`config.mk`:
```
export PLATFORM = sky130hd
export DESIGN_NAME = stepper_step_rate_generator
export DESIGN_NICKNAME = d
export VERILOG_FILES = /design/src/rtl/core/ssrg_pkg.sv /design/src/rtl/core/stepper_step_rate_generator.sv /design/src/rtl/core/ssrg_ctrl.sv /design/src/rtl/core/ssrg_dp.sv
export SDC_FILE = /design/constraint.sdc
export NUM_CORES = 2
export LEC_CHECK = 0
export ABC_AREA = 1
export BUFFER_PORTS_ARGS = -buffer_cell sky130_fd_sc_hd__buf_2
export CORE_MARGIN = 5
export CORE_UTILIZATION = 59
export DETAILED_ROUTE_END_ITERATION = 10
export GPL_TIMING_DRIVEN = 0
export PLACE_DENSITY_LB_ADDON = 0.12
export SLEW_MARGIN = 20
export SYNTH_ARGS = -nofsm -noshare
export SYNTH_HDL_FRONTEND = slang
export SYNTH_SLANG_ARGS = --single-unit
```
`constraint.sdc`:
```
create_clock -name i_clk -period 7 [get_ports i_clk]
set_input_delay 0 -clock i_clk [delete_from_list [all_inputs] [get_ports i_clk]]
set_output_delay 0 -clock i_clk [all_outputs]
set_load 0.03 [all_outputs]
```
`src/rtl/core/ssrg_pkg.sv`:
```
// ----------------------------------------------------------------------------
// ssrg_pkg
// Shared types and constants of the stepper step-rate generator: function
// codes, register indexes, field widths and controller/datapath links.
// ----------------------------------------------------------------------------
package ssrg_pkg;

    localparam int PERIOD_WIDTH_DEF = 32;

    // configuration register widths
    localparam int SPR_W  = 16;
    localparam int GEAR_W = 16;
    localparam int TPS_W  = 20;
    localparam int CFG_INDEX_W = 2;
    localparam int CFG_DATA_W  = 20;

    localparam logic [SPR_W-1:0]  SPR_RST  = 16'd200;
    localparam logic [GEAR_W-1:0] GEAR_RST = 16'd256;
    localparam logic [TPS_W-1:0]  TPS_RST  = 20'd1000000;

    // register indexes
    localparam logic [CFG_INDEX_W-1:0] CFG_STEPS_PER_REV    = 2'd0;
    localparam logic [CFG_INDEX_W-1:0] CFG_GEAR_RATIO       = 2'd1;
    localparam logic [CFG_INDEX_W-1:0] CFG_TICKS_PER_SECOND = 2'd2;

    // function codes carried in tuser
    localparam int FUNC_W = 2;
    localparam logic [FUNC_W-1:0] FN_TICK     = 2'd0;
    localparam logic [FUNC_W-1:0] FN_VELOCITY = 2'd1;
    localparam logic [FUNC_W-1:0] FN_ENABLE   = 2'd2;

    // velocity in signed Q1.14
    localparam int VEL_W = 16;
    localparam int MAG_W = 15;
    localparam logic signed [VEL_W-1:0] VEL_ONE     = 16'sd16384;
    localparam logic signed [VEL_W-1:0] VEL_NEG_ONE = -16'sd16384;

    // divider operand widths: numerator tps*gear*64, denominator |v|*spr
    localparam int NUM_SHIFT = 6;
    localparam int NUM_W = TPS_W + GEAR_W + NUM_SHIFT;
    localparam int DEN_W = MAG_W + SPR_W;
    localparam int CNT_W = $clog2(NUM_W);

    // stream widths, rounded up to whole bytes
    localparam int S_TDATA_W = 24;
    localparam int M_TDATA_W = 24;

    typedef enum logic [1:0] {
        ST_IDLE,
        ST_MUL,
        ST_DIV,
        ST_DONE
    } t_ssrg_state;

    typedef struct packed {
        logic take;      // input beat accepted this cycle
        logic div_load;  // register products, seed the divider
        logic div_step;  // one quotient bit
        logic finish;    // store period, emit velocity result
    } t_dp_cmd;

    typedef struct packed {
        logic out_busy;  // output register full and not drained this cycle
        logic div_last;  // final quotient bit in progress
    } t_dp_sts;

endpackage

```
`src/rtl/core/stepper_step_rate_generator.sv`:
```
// ----------------------------------------------------------------------------
// stepper_step_rate_generator
// Step-rate generator for a stepper motor: turns velocity commands into a
// step period by one division, then steps on the tick stream.
//
//   channel  direction  handshake                      payload
//   s_axis   in         s_axis_tvalid / s_axis_tready  tuser func, tdata velocity, enable
//   m_axis   out        m_axis_tvalid / m_axis_tready  tdata step, dir, enable, velocity
//   cfg      in         i_cfg_valid / o_cfg_ready      i_cfg_index, i_cfg_data
//
// tick, enable and unused codes need no sequencing; the result is loaded at accept.
// a velocity command passes through a product stage, the restoring divider
// (one quotient bit a cycle) and a finish state that loads the result.
// i_rst_n is synchronous, active low; no clearing pass is needed after reset.
// a result held in the output register stalls input only when it is not taken.
// ----------------------------------------------------------------------------
module stepper_step_rate_generator #(
    parameter int PERIOD_WIDTH = ssrg_pkg::PERIOD_WIDTH_DEF
) (
    input  logic                                i_clk,
    input  logic                                i_rst_n,
    input  logic                                s_axis_tvalid,
    output logic                                s_axis_tready,
    // [15:0] velocity, [16] enable_value
    input  logic [ssrg_pkg::S_TDATA_W-1:0]      s_axis_tdata,
    // [1:0] func
    input  logic [ssrg_pkg::FUNC_W-1:0]         s_axis_tuser,
    output logic                                m_axis_tvalid,
    input  logic                                m_axis_tready,
    // [0] step, [1] direction, [2] enable, [18:3] velocity_now
    output logic [ssrg_pkg::M_TDATA_W-1:0]      m_axis_tdata,
    input  logic                                i_cfg_valid,
    output logic                                o_cfg_ready,
    input  logic [ssrg_pkg::CFG_INDEX_W-1:0]    i_cfg_index,
    input  logic [ssrg_pkg::CFG_DATA_W-1:0]     i_cfg_data
);

    ssrg_pkg::t_dp_cmd cmd;
    ssrg_pkg::t_dp_sts sts;

    assign o_cfg_ready = 1'b1;

    ssrg_ctrl u_ctrl (
        .i_clk      (i_clk),
        .i_rst_n    (i_rst_n),
        .i_s_tvalid (s_axis_tvalid),
        .i_func     (s_axis_tuser),
        .i_sts      (sts),
        .o_s_tready (s_axis_tready),
        .o_cmd      (cmd)
    );

    ssrg_dp #(
        .PERIOD_WIDTH (PERIOD_WIDTH)
    ) u_dp (
        .i_clk          (i_clk),
        .i_rst_n        (i_rst_n),
        .i_cmd          (cmd),
        .o_sts          (sts),
        .i_func         (s_axis_tuser),
        .i_velocity     (s_axis_tdata[ssrg_pkg::VEL_W-1:0]),
        .i_enable_value (s_axis_tdata[ssrg_pkg::VEL_W]),
        .i_cfg_valid    (i_cfg_valid),
        .i_cfg_index    (i_cfg_index),
        .i_cfg_data     (i_cfg_data),
        .i_m_tready     (m_axis_tready),
        .o_m_tvalid     (m_axis_tvalid),
        .o_m_tdata      (m_axis_tdata)
    );

endmodule

```
`src/rtl/core/ssrg_ctrl.sv`:
```
// ----------------------------------------------------------------------------
// ssrg_ctrl
// Sequencer of the step-rate generator: input handshake and the order of
// multiply, divide and finish for velocity commands.
// ----------------------------------------------------------------------------
module ssrg_ctrl (
    input  logic                          i_clk,
    input  logic                          i_rst_n,
    input  logic                          i_s_tvalid,
    input  logic [ssrg_pkg::FUNC_W-1:0]   i_func,
    input  ssrg_pkg::t_dp_sts             i_sts,
    output logic                          o_s_tready,
    output ssrg_pkg::t_dp_cmd             o_cmd
);

    ssrg_pkg::t_ssrg_state r_state;
    ssrg_pkg::t_ssrg_state n_state;
    logic                  take;

    assign o_s_tready = (r_state == ssrg_pkg::ST_IDLE) && !i_sts.out_busy;
    assign take       = o_s_tready && i_s_tvalid;

    always_ff @(posedge i_clk) begin
        if (!i_rst_n) begin
            r_state <= ssrg_pkg::ST_IDLE;
        end else begin
            r_state <= n_state;
        end
    end

    always_comb begin
        n_state = r_state;
        case (r_state)
            ssrg_pkg::ST_IDLE: begin
                if (take && i_func == ssrg_pkg::FN_VELOCITY) begin
                    n_state = ssrg_pkg::ST_MUL;
                end
            end
            ssrg_pkg::ST_MUL: begin
                n_state = ssrg_pkg::ST_DIV;
            end
            ssrg_pkg::ST_DIV: begin
                if (i_sts.div_last) begin
                    n_state = ssrg_pkg::ST_DONE;
                end
            end
            ssrg_pkg::ST_DONE: begin
                n_state = ssrg_pkg::ST_IDLE;
            end
            default: begin
                n_state = ssrg_pkg::ST_IDLE;
            end
        endcase
    end

    always_comb begin
        o_cmd = '0;
        case (r_state)
            ssrg_pkg::ST_IDLE: begin
                o_cmd.take = take;
            end
            ssrg_pkg::ST_MUL: begin
                o_cmd.div_load = 1'b1;
            end
            ssrg_pkg::ST_DIV: begin
                o_cmd.div_step = 1'b1;
            end
            ssrg_pkg::ST_DONE: begin
                o_cmd.finish = 1'b1;
            end
            default: begin
                o_cmd = '0;
            end
        endcase
    end

    // the divider runs uninterrupted until its last bit
    a_div_runs: assert property (@(posedge i_clk) disable iff (!i_rst_n)
        (r_state == ssrg_pkg::ST_DIV && !i_sts.div_last) |=> (r_state == ssrg_pkg::ST_DIV))
        else $error("divider left before last bit");

    // a velocity command always goes to the multiply step next
    a_vel_to_mul: assert property (@(posedge i_clk) disable iff (!i_rst_n)
        (take && i_func == ssrg_pkg::FN_VELOCITY) |=> (r_state == ssrg_pkg::ST_MUL))
        else $error("velocity command not sequenced");

endmodule

```
`src/rtl/core/ssrg_dp.sv`:
```
// ----------------------------------------------------------------------------
// ssrg_dp
// Datapath of the step-rate generator: configuration registers, motion
// state, tick counter, product stage, restoring divider, output register.
// ----------------------------------------------------------------------------
module ssrg_dp #(
    parameter int PERIOD_WIDTH = ssrg_pkg::PERIOD_WIDTH_DEF
) (
    input  logic                              i_clk,
    input  logic                              i_rst_n,
    input  ssrg_pkg::t_dp_cmd                 i_cmd,
    output ssrg_pkg::t_dp_sts                 o_sts,
    input  logic [ssrg_pkg::FUNC_W-1:0]       i_func,
    input  logic signed [ssrg_pkg::VEL_W-1:0] i_velocity,
    input  logic                              i_enable_value,
    input  logic                              i_cfg_valid,
    input  logic [ssrg_pkg::CFG_INDEX_W-1:0]  i_cfg_index,
    input  logic [ssrg_pkg::CFG_DATA_W-1:0]   i_cfg_data,
    input  logic                              i_m_tready,
    output logic                              o_m_tvalid,
    output logic [ssrg_pkg::M_TDATA_W-1:0]    o_m_tdata
);

    localparam int NUM_W = ssrg_pkg::NUM_W;
    localparam int DEN_W = ssrg_pkg::DEN_W;
    localparam int CNT_W = ssrg_pkg::CNT_W;
    localparam int VEL_W = ssrg_pkg::VEL_W;
    localparam int OUT_USED = 3 + VEL_W;

    // configuration
    logic [ssrg_pkg::SPR_W-1:0]  r_spr;
    logic [ssrg_pkg::GEAR_W-1:0] r_gear;
    logic [ssrg_pkg::TPS_W-1:0]  r_tps;

    // motion state
    logic signed [VEL_W-1:0]  r_velocity;
    logic                     r_dir;
    logic                     r_en;
    logic [PERIOD_WIDTH-1:0]  r_period;
    logic [PERIOD_WIDTH-1:0]  r_elapsed;

    // divider
    logic [NUM_W-1:0]         r_quo;
    logic [DEN_W-1:0]         r_rem;
    logic [DEN_W-1:0]         r_den;
    logic [CNT_W-1:0]         r_cnt;

    // output register
    logic                     r_out_valid;
    logic [OUT_USED-1:0]      r_out_data;

    logic signed [VEL_W-1:0]  vel_clamp;
    logic [VEL_W-1:0]         vel_abs;
    logic [ssrg_pkg::MAG_W-1:0] mag;
    logic [ssrg_pkg::TPS_W+ssrg_pkg::GEAR_W-1:0] num_prod;
    logic [DEN_W-1:0]         den_prod;
    logic [DEN_W:0]           rem_shift;
    logic [DEN_W:0]           rem_diff;
    logic                     quo_bit;
    logic [PERIOD_WIDTH-1:0]  elapsed_inc;
    logic                     tick_step;
    logic                     quo_sat;
    logic [PERIOD_WIDTH-1:0]  period_new;
    logic                     is_tick;
    logic                     is_vel;
    logic                     is_en;
    logic                     out_load;

    assign is_tick = i_cmd.take && (i_func == ssrg_pkg::FN_TICK);
    assign is_vel  = i_cmd.take && (i_func == ssrg_pkg::FN_VELOCITY);
    assign is_en   = i_cmd.take && (i_func == ssrg_pkg::FN_ENABLE);

    always_comb begin
        if (i_velocity > ssrg_pkg::VEL_ONE) begin
            vel_clamp = ssrg_pkg::VEL_ONE;
        end else if (i_velocity < ssrg_pkg::VEL_NEG_ONE) begin
            vel_clamp = ssrg_pkg::VEL_NEG_ONE;
        end else begin
            vel_clamp = i_velocity;
        end
    end

    // clamped value is within +-16384, so the magnitude fits 15 bits
    assign vel_abs  = r_velocity[VEL_W-1] ? VEL_W'(-r_velocity) : VEL_W'(r_velocity);
    assign mag      = vel_abs[ssrg_pkg::MAG_W-1:0];
    assign num_prod = r_tps * r_gear;
    assign den_prod = mag * r_spr;

    assign rem_shift = {r_rem, r_quo[NUM_W-1]};
    assign rem_diff  = rem_shift - {1'b0, r_den};
    assign quo_bit   = !rem_diff[DEN_W];

    generate
        if (NUM_W > PERIOD_WIDTH) begin : g_sat
            assign quo_sat = |r_quo[NUM_W-1:PERIOD_WIDTH];
        end else begin : g_nosat
            assign quo_sat = 1'b0;
        end
    endgenerate

    assign period_new = (r_den == '0 || quo_sat) ? '1 : PERIOD_WIDTH'(r_quo);

    assign elapsed_inc = (r_elapsed == '1) ? r_elapsed : r_elapsed + 1'b1;
    assign tick_step   = elapsed_inc > r_period;

    assign out_load = i_cmd.take ? !is_vel : i_cmd.finish;

    always_ff @(posedge i_clk) begin
        if (!i_rst_n) begin
            r_spr       <= ssrg_pkg::SPR_RST;
            r_gear      <= ssrg_pkg::GEAR_RST;
            r_tps       <= ssrg_pkg::TPS_RST;
            r_velocity  <= '0;
            r_dir       <= 1'b1;
            r_en        <= 1'b1;
            r_period    <= '1;
            r_elapsed   <= '0;
            r_out_valid <= 1'b0;
        end else begin
            if (i_cfg_valid) begin
                case (i_cfg_index)
                    ssrg_pkg::CFG_STEPS_PER_REV: begin
                        r_spr <= i_cfg_data[ssrg_pkg::SPR_W-1:0];
                    end
                    ssrg_pkg::CFG_GEAR_RATIO: begin
                        r_gear <= i_cfg_data[ssrg_pkg::GEAR_W-1:0];
                    end
                    ssrg_pkg::CFG_TICKS_PER_SECOND: begin
                        r_tps <= i_cfg_data[ssrg_pkg::TPS_W-1:0];
                    end
                    default: begin
                    end
                endcase
            end
            if (is_tick) begin
                r_elapsed <= tick_step ? '0 : elapsed_inc;
            end
            if (is_vel) begin
                r_velocity <= vel_clamp;
                if (vel_clamp > 0) begin
                    r_dir <= 1'b1;
                end else if (vel_clamp < 0) begin
                    r_dir <= 1'b0;
                end
            end
            if (is_en) begin
                r_en <= i_enable_value;
            end
            if (i_cmd.finish) begin
                r_period <= period_new;
            end
            if (out_load) begin
                r_out_valid <= 1'b1;
            end else if (i_m_tready) begin
                r_out_valid <= 1'b0;
            end
        end
    end

    // divider and result payload
    always_ff @(posedge i_clk) begin
        if (i_cmd.div_load) begin
            r_quo <= {num_prod, {ssrg_pkg::NUM_SHIFT{1'b0}}};
            r_rem <= '0;
            r_den <= den_prod;
            r_cnt <= CNT_W'(NUM_W - 1);
        end else if (i_cmd.div_step) begin
            r_quo <= {r_quo[NUM_W-2:0], quo_bit};
            r_rem <= quo_bit ? rem_diff[DEN_W-1:0] : rem_shift[DEN_W-1:0];
            r_cnt <= r_cnt - 1'b1;
        end
        if (out_load) begin
            // enable, direction, velocity: values after this beat's update
            r_out_data <= {
                is_vel ? vel_clamp : r_velocity,
                is_en ? i_enable_value : r_en,
                r_dir,
                is_tick && tick_step
            };
        end
    end

    assign o_sts.out_busy = r_out_valid && !i_m_tready;
    assign o_sts.div_last = i_cmd.div_step && (r_cnt == '0);

    assign o_m_tvalid = r_out_valid;
    assign o_m_tdata  = ssrg_pkg::M_TDATA_W'(r_out_data);

    a_finish_emits: assert property (@(posedge i_clk) disable iff (!i_rst_n)
        i_cmd.finish |=> r_out_valid)
        else $error("velocity result not emitted");

    a_zero_den: assert property (@(posedge i_clk) disable iff (!i_rst_n)
        (i_cmd.finish && r_den == '0) |=> (r_period == '1))
        else $error("zero divisor did not give infinite period");

    a_step_clears: assert property (@(posedge i_clk) disable iff (!i_rst_n)
        (is_tick && tick_step) |=> (r_elapsed == '0 && r_out_data[0]))
        else $error("step did not clear elapsed count");

endmodule
```
==> key figures <==
Status
  – Status: completed

Hold path
  – Hold Path Class: in -> reg

Route
  – DRT iter0 DRCs: 2283
  – Routed WL per cell: 17.2 um
  – Final ANT Viol Nets: 0
  – Remaining DRCs: 0
  – Drt total wl: approximately 95000 um
  – Via count: 29748
  – Routed vias/inst: 5.36
  – TritonRoute pass-1 iters: 5

Floorplanning
  – Die span in y: 249 um
  – Initial core utilization: between 50% and 60%
  – Area of the core: between 50000 and 60000 um^2
  – Num rows: 87
  – IO Count: 80
  – Die ar.: 62000 um^2
  – Die width: around 250 um

Timing
  – Worst-margin pin slew: 0.973 ns
  – # setup viols final: 0
  – Period minus WS final: between 6 and 7 ns
  – Final hold violations: 0
  – Final worst slack: 0.226 ns
  – Fin crit share: 96.8%
  – Slew headroom: 35.1%
  – Fmax: between 100 and 150 MHz
  – Layout Skew: 0.0404 ns
  – Slew Limit Fails: 0

Cells and area
  – Antenna Diode Count: 0
  – Nets: between 5000 and 6000
  – Final instance area: 37200 um^2
  – Final instance count without filler cells: 5551
  – Share of cells above drive strength 1: 6.32%
  – Area grow syn2layout: 10.3%

Power and ir drop
  – Leak: 19.3 nW
  – Total power: 7.96 mW
  – Max rail drop VDD: 0.221 mV
  – PD cells: 214 nW/um^2

Worst setup path
  – Worst setup endpoint: u_dp.r_den[30]$_DFFE_PP_
  – CP Class: reg -> reg
  – CP max stage cell: fa_1
  – R2R setup slack: 0.23 ns
  – Instance count on the critical path: 33
  – Worst EP required: about 7.3 ns
  – Reg2reg end: u_dp.r_den[30]$_DFFE_PP_
  – CP max stage delay: 0.56 ns
  – Setup crit start: u_dp.r_velocity[0]$_SDFF_PN0_
  – CP top delay family: adder cells
  – CP bufs+invs: 10
  – Crit-path max FO: 10
  – Crit path arrival time: 7.09 ns
  – Reg2reg path depth: 33
  – Worst setup EP type: flop
  – Worst r2r src: u_dp.r_velocity[0]$_SDFF_PN0_
  – Element type at the critical path start: flop

Place
  – Port bufs: 66
  – Routability cong.: a little under 1
  – HPWL Detailed: 76500 um
  – Worst slack, placed: -1.05 ns
  – Inst Count DP: 5422
  – Post-DP Area: 35000 um^2

Synthesis
  – EDFF count, synth: 86
  – Syn. warnings: 0
  – Syn Inst Count: 4595
  – Syn avg cell area: between 7 and 8 um^2
  – Sequential area share after synthesis: between 10% and 20%
  – Cell area after synthesis: 33700 um^2
  – Async S/R FF share, synth: 0%
  – Flops & latches, synth: between 200 and 300
  – Synth Flop Type: dfxtp_1
  – Synth unique cells: 50

Clocking
  – Clock latency on the worst-skew pair: between 0.6 and 0.7 ns
  – CTS tree: yes
  – Total CTS buffers: 30
  – H-tree Lvls: 1
  – Clock Pin Slew Worst Setup and Hold Paths: 0.06 ns
  – Clock buffer depth: 3
  – Root buffer cell: clkbuf_16
  – # clock sinks: 266

Global route
  – First-pass GRT wire length: 154000 um
  – Vias in the first global route: 29305
  – Total congestion overflow: 0
  – Largest net degree at the start of global routing: 38
  – Initial antenna violation count: 0
  – Total GRT Usage: between 30% and 40%

Run
  – Max_cap viols: 0
[state kept, by name (all words and copies together) (netlist names)]
signal,flops
u_dp.r_velocity,16
u_ctrl.r_state,2
u_dp.r_rem,31
u_dp.r_en,1
u_dp.r_out_data,19
u_dp.r_period,32
u_dp.r_tps,20
u_dp.r_elapsed,32
u_dp.r_dir,1
u_dp.r_spr,16
u_dp.r_den,31
u_dp.r_gear,16
u_dp.r_quo,42
u_dp.o_m_tvalid,1
u_dp.r_cnt,6
[layout by cell type (no fill, tap or decap), drive strengths merged, types with 42 or more instances in the layout]
master / count
a21oi: 283
buf: 127
clkbuf: 183
dfxtp: 180
dlygate4sd3: 60
edfxtp: 86
fa: 431
ha: 275
inv: 965
nand2: 1210
nand3: 140
nor2: 416
nor3: 42
o21ai: 171
xor2: 57
[report_power, final]
group	switching, mW	internal, mW	total (mW)	leakage (nW)
sequential	0.236	2.03	2.27	2.30
clock	0.678	0.973	1.65	0.507
combinational	2.69	1.35	4.04	16.5
total	3.60	4.36	7.96	19.3
[layout make-up]
cell class                      count  area, um^2
Multi-Input combinational cell   3173       23400
Fill cell                        5070       19300
Sequential cell                   266        6190
Inverter                          973        3670
Timing Repair Buffer              141        1070
Tap cell                          756         946
Buffer                            186         866
Clock buffer                       43         863
Clock inverter                     13         181
[routing by layer]
metal	track usage, %	part of all wire, %
met2	47.3	44
met1	43.2	44
met3	7.10	9.6
met5	0	0
met4	8.53	3.1
[how the worst min path moves through the flow]
| stage | slack, ns | cells after the start | to | start |
|---|---|---|---|---|
| after floorplan | 0.13 | 2 | u_dp.r_gear[8]$_SDFFE_PN1P_ | i_cfg_data[8] |
| after global routing | 0.09 | 7 | u_dp.r_elapsed[18]$_SDFFE_PN0P_ | s_axis_tuser[0] |
| after global placement | 0.22 | 3 | u_dp.r_tps[16]$_SDFFE_PN1P_ | i_cfg_data[16] |
| after CTS | 0.004 | 7 | u_dp.r_elapsed[15]$_SDFFE_PN0P_ | s_axis_tuser[0] |
| after detailed placement | 0.23 | 3 | u_dp.r_tps[17]$_SDFFE_PN1P_ | i_cfg_data[17] |
| final | 0.05 | 7 | u_dp.r_elapsed[15]$_SDFFE_PN0P_ | s_axis_tuser[0] |
[cell families (layout without fill, tap and decap cells)]
family	Yosys count	after routing	synth area share (%)
AND/OR/NAND/NOR	1870	1870	22.4
buffers and inverters	1160	1356	13.2
adder cells (fa/ha/maj)	706	706	35.8
AO/OA/AOI/OAI	504	504	7.91
flip-flops	266	266	18.4
XOR/XNOR	86	86	2.24
other	2	6	0.0223
multiplexers	1	1	0.0334
[stage by stage]
step	hold WS, ns	setup TNS (ns)	util [%]
2_1_floorplan	0.126	0	-
3_3_place_gp	0.216	-13.67	61.9
3_5_place_dp	0.228	-16.09	62.0
4_1_cts	0.00398	0	65.1
5_1_grt	0.0890	-0.108	65.8
6_report	0.0532	0	65.8
[timing repair]
action	CTS	global route
gates cloned	0	1
hold endpoints to repair	88	0
pin swaps	1	27
buffers inserted	3	10
setup endpoints to repair	21	25
hold buffers	60	0
resized for setup	42	100
[cell usage after synthesis (all sizes together) (2+ instances only)]
cell	number	area share (%)
edfxtp	86	7.7
xnor2	29	0.75
o21a	4	0.089
nand2	1210	14
ha	275	10
buf	44	0.77
a21o	6	0.13
o22ai	2	0.037
o21bai	9	0.20
dfxtp	180	11
a21oi	283	4.2
nand4	29	0.54
or2	9	0.17
clkinv	7	0.078
conb	2	0.022
a31oi	3	0.056
o21ai	171	2.5
nor4	13	0.24
a22o	9	0.23
nand3	140	2.2
clkbuf	143	1.6
and2	5	0.093
nor3	42	0.65
o211ai	10	0.22
nand3b	4	0.089
inv	966	11
nor2	416	4.7
xor2	57	1.5
a21boi	2	0.045
fa	431	26
a211oi	2	0.045
[tightest hold or removal path: cells and delay by family]
family	cells	cell delay [ns]
buffers and inverters	3	0.38
AND/OR/NAND/NOR	2	0.11
AO/OA/AOI/OAI	2	0.11
No activity file was read; power rests on OpenSTA's default activity.
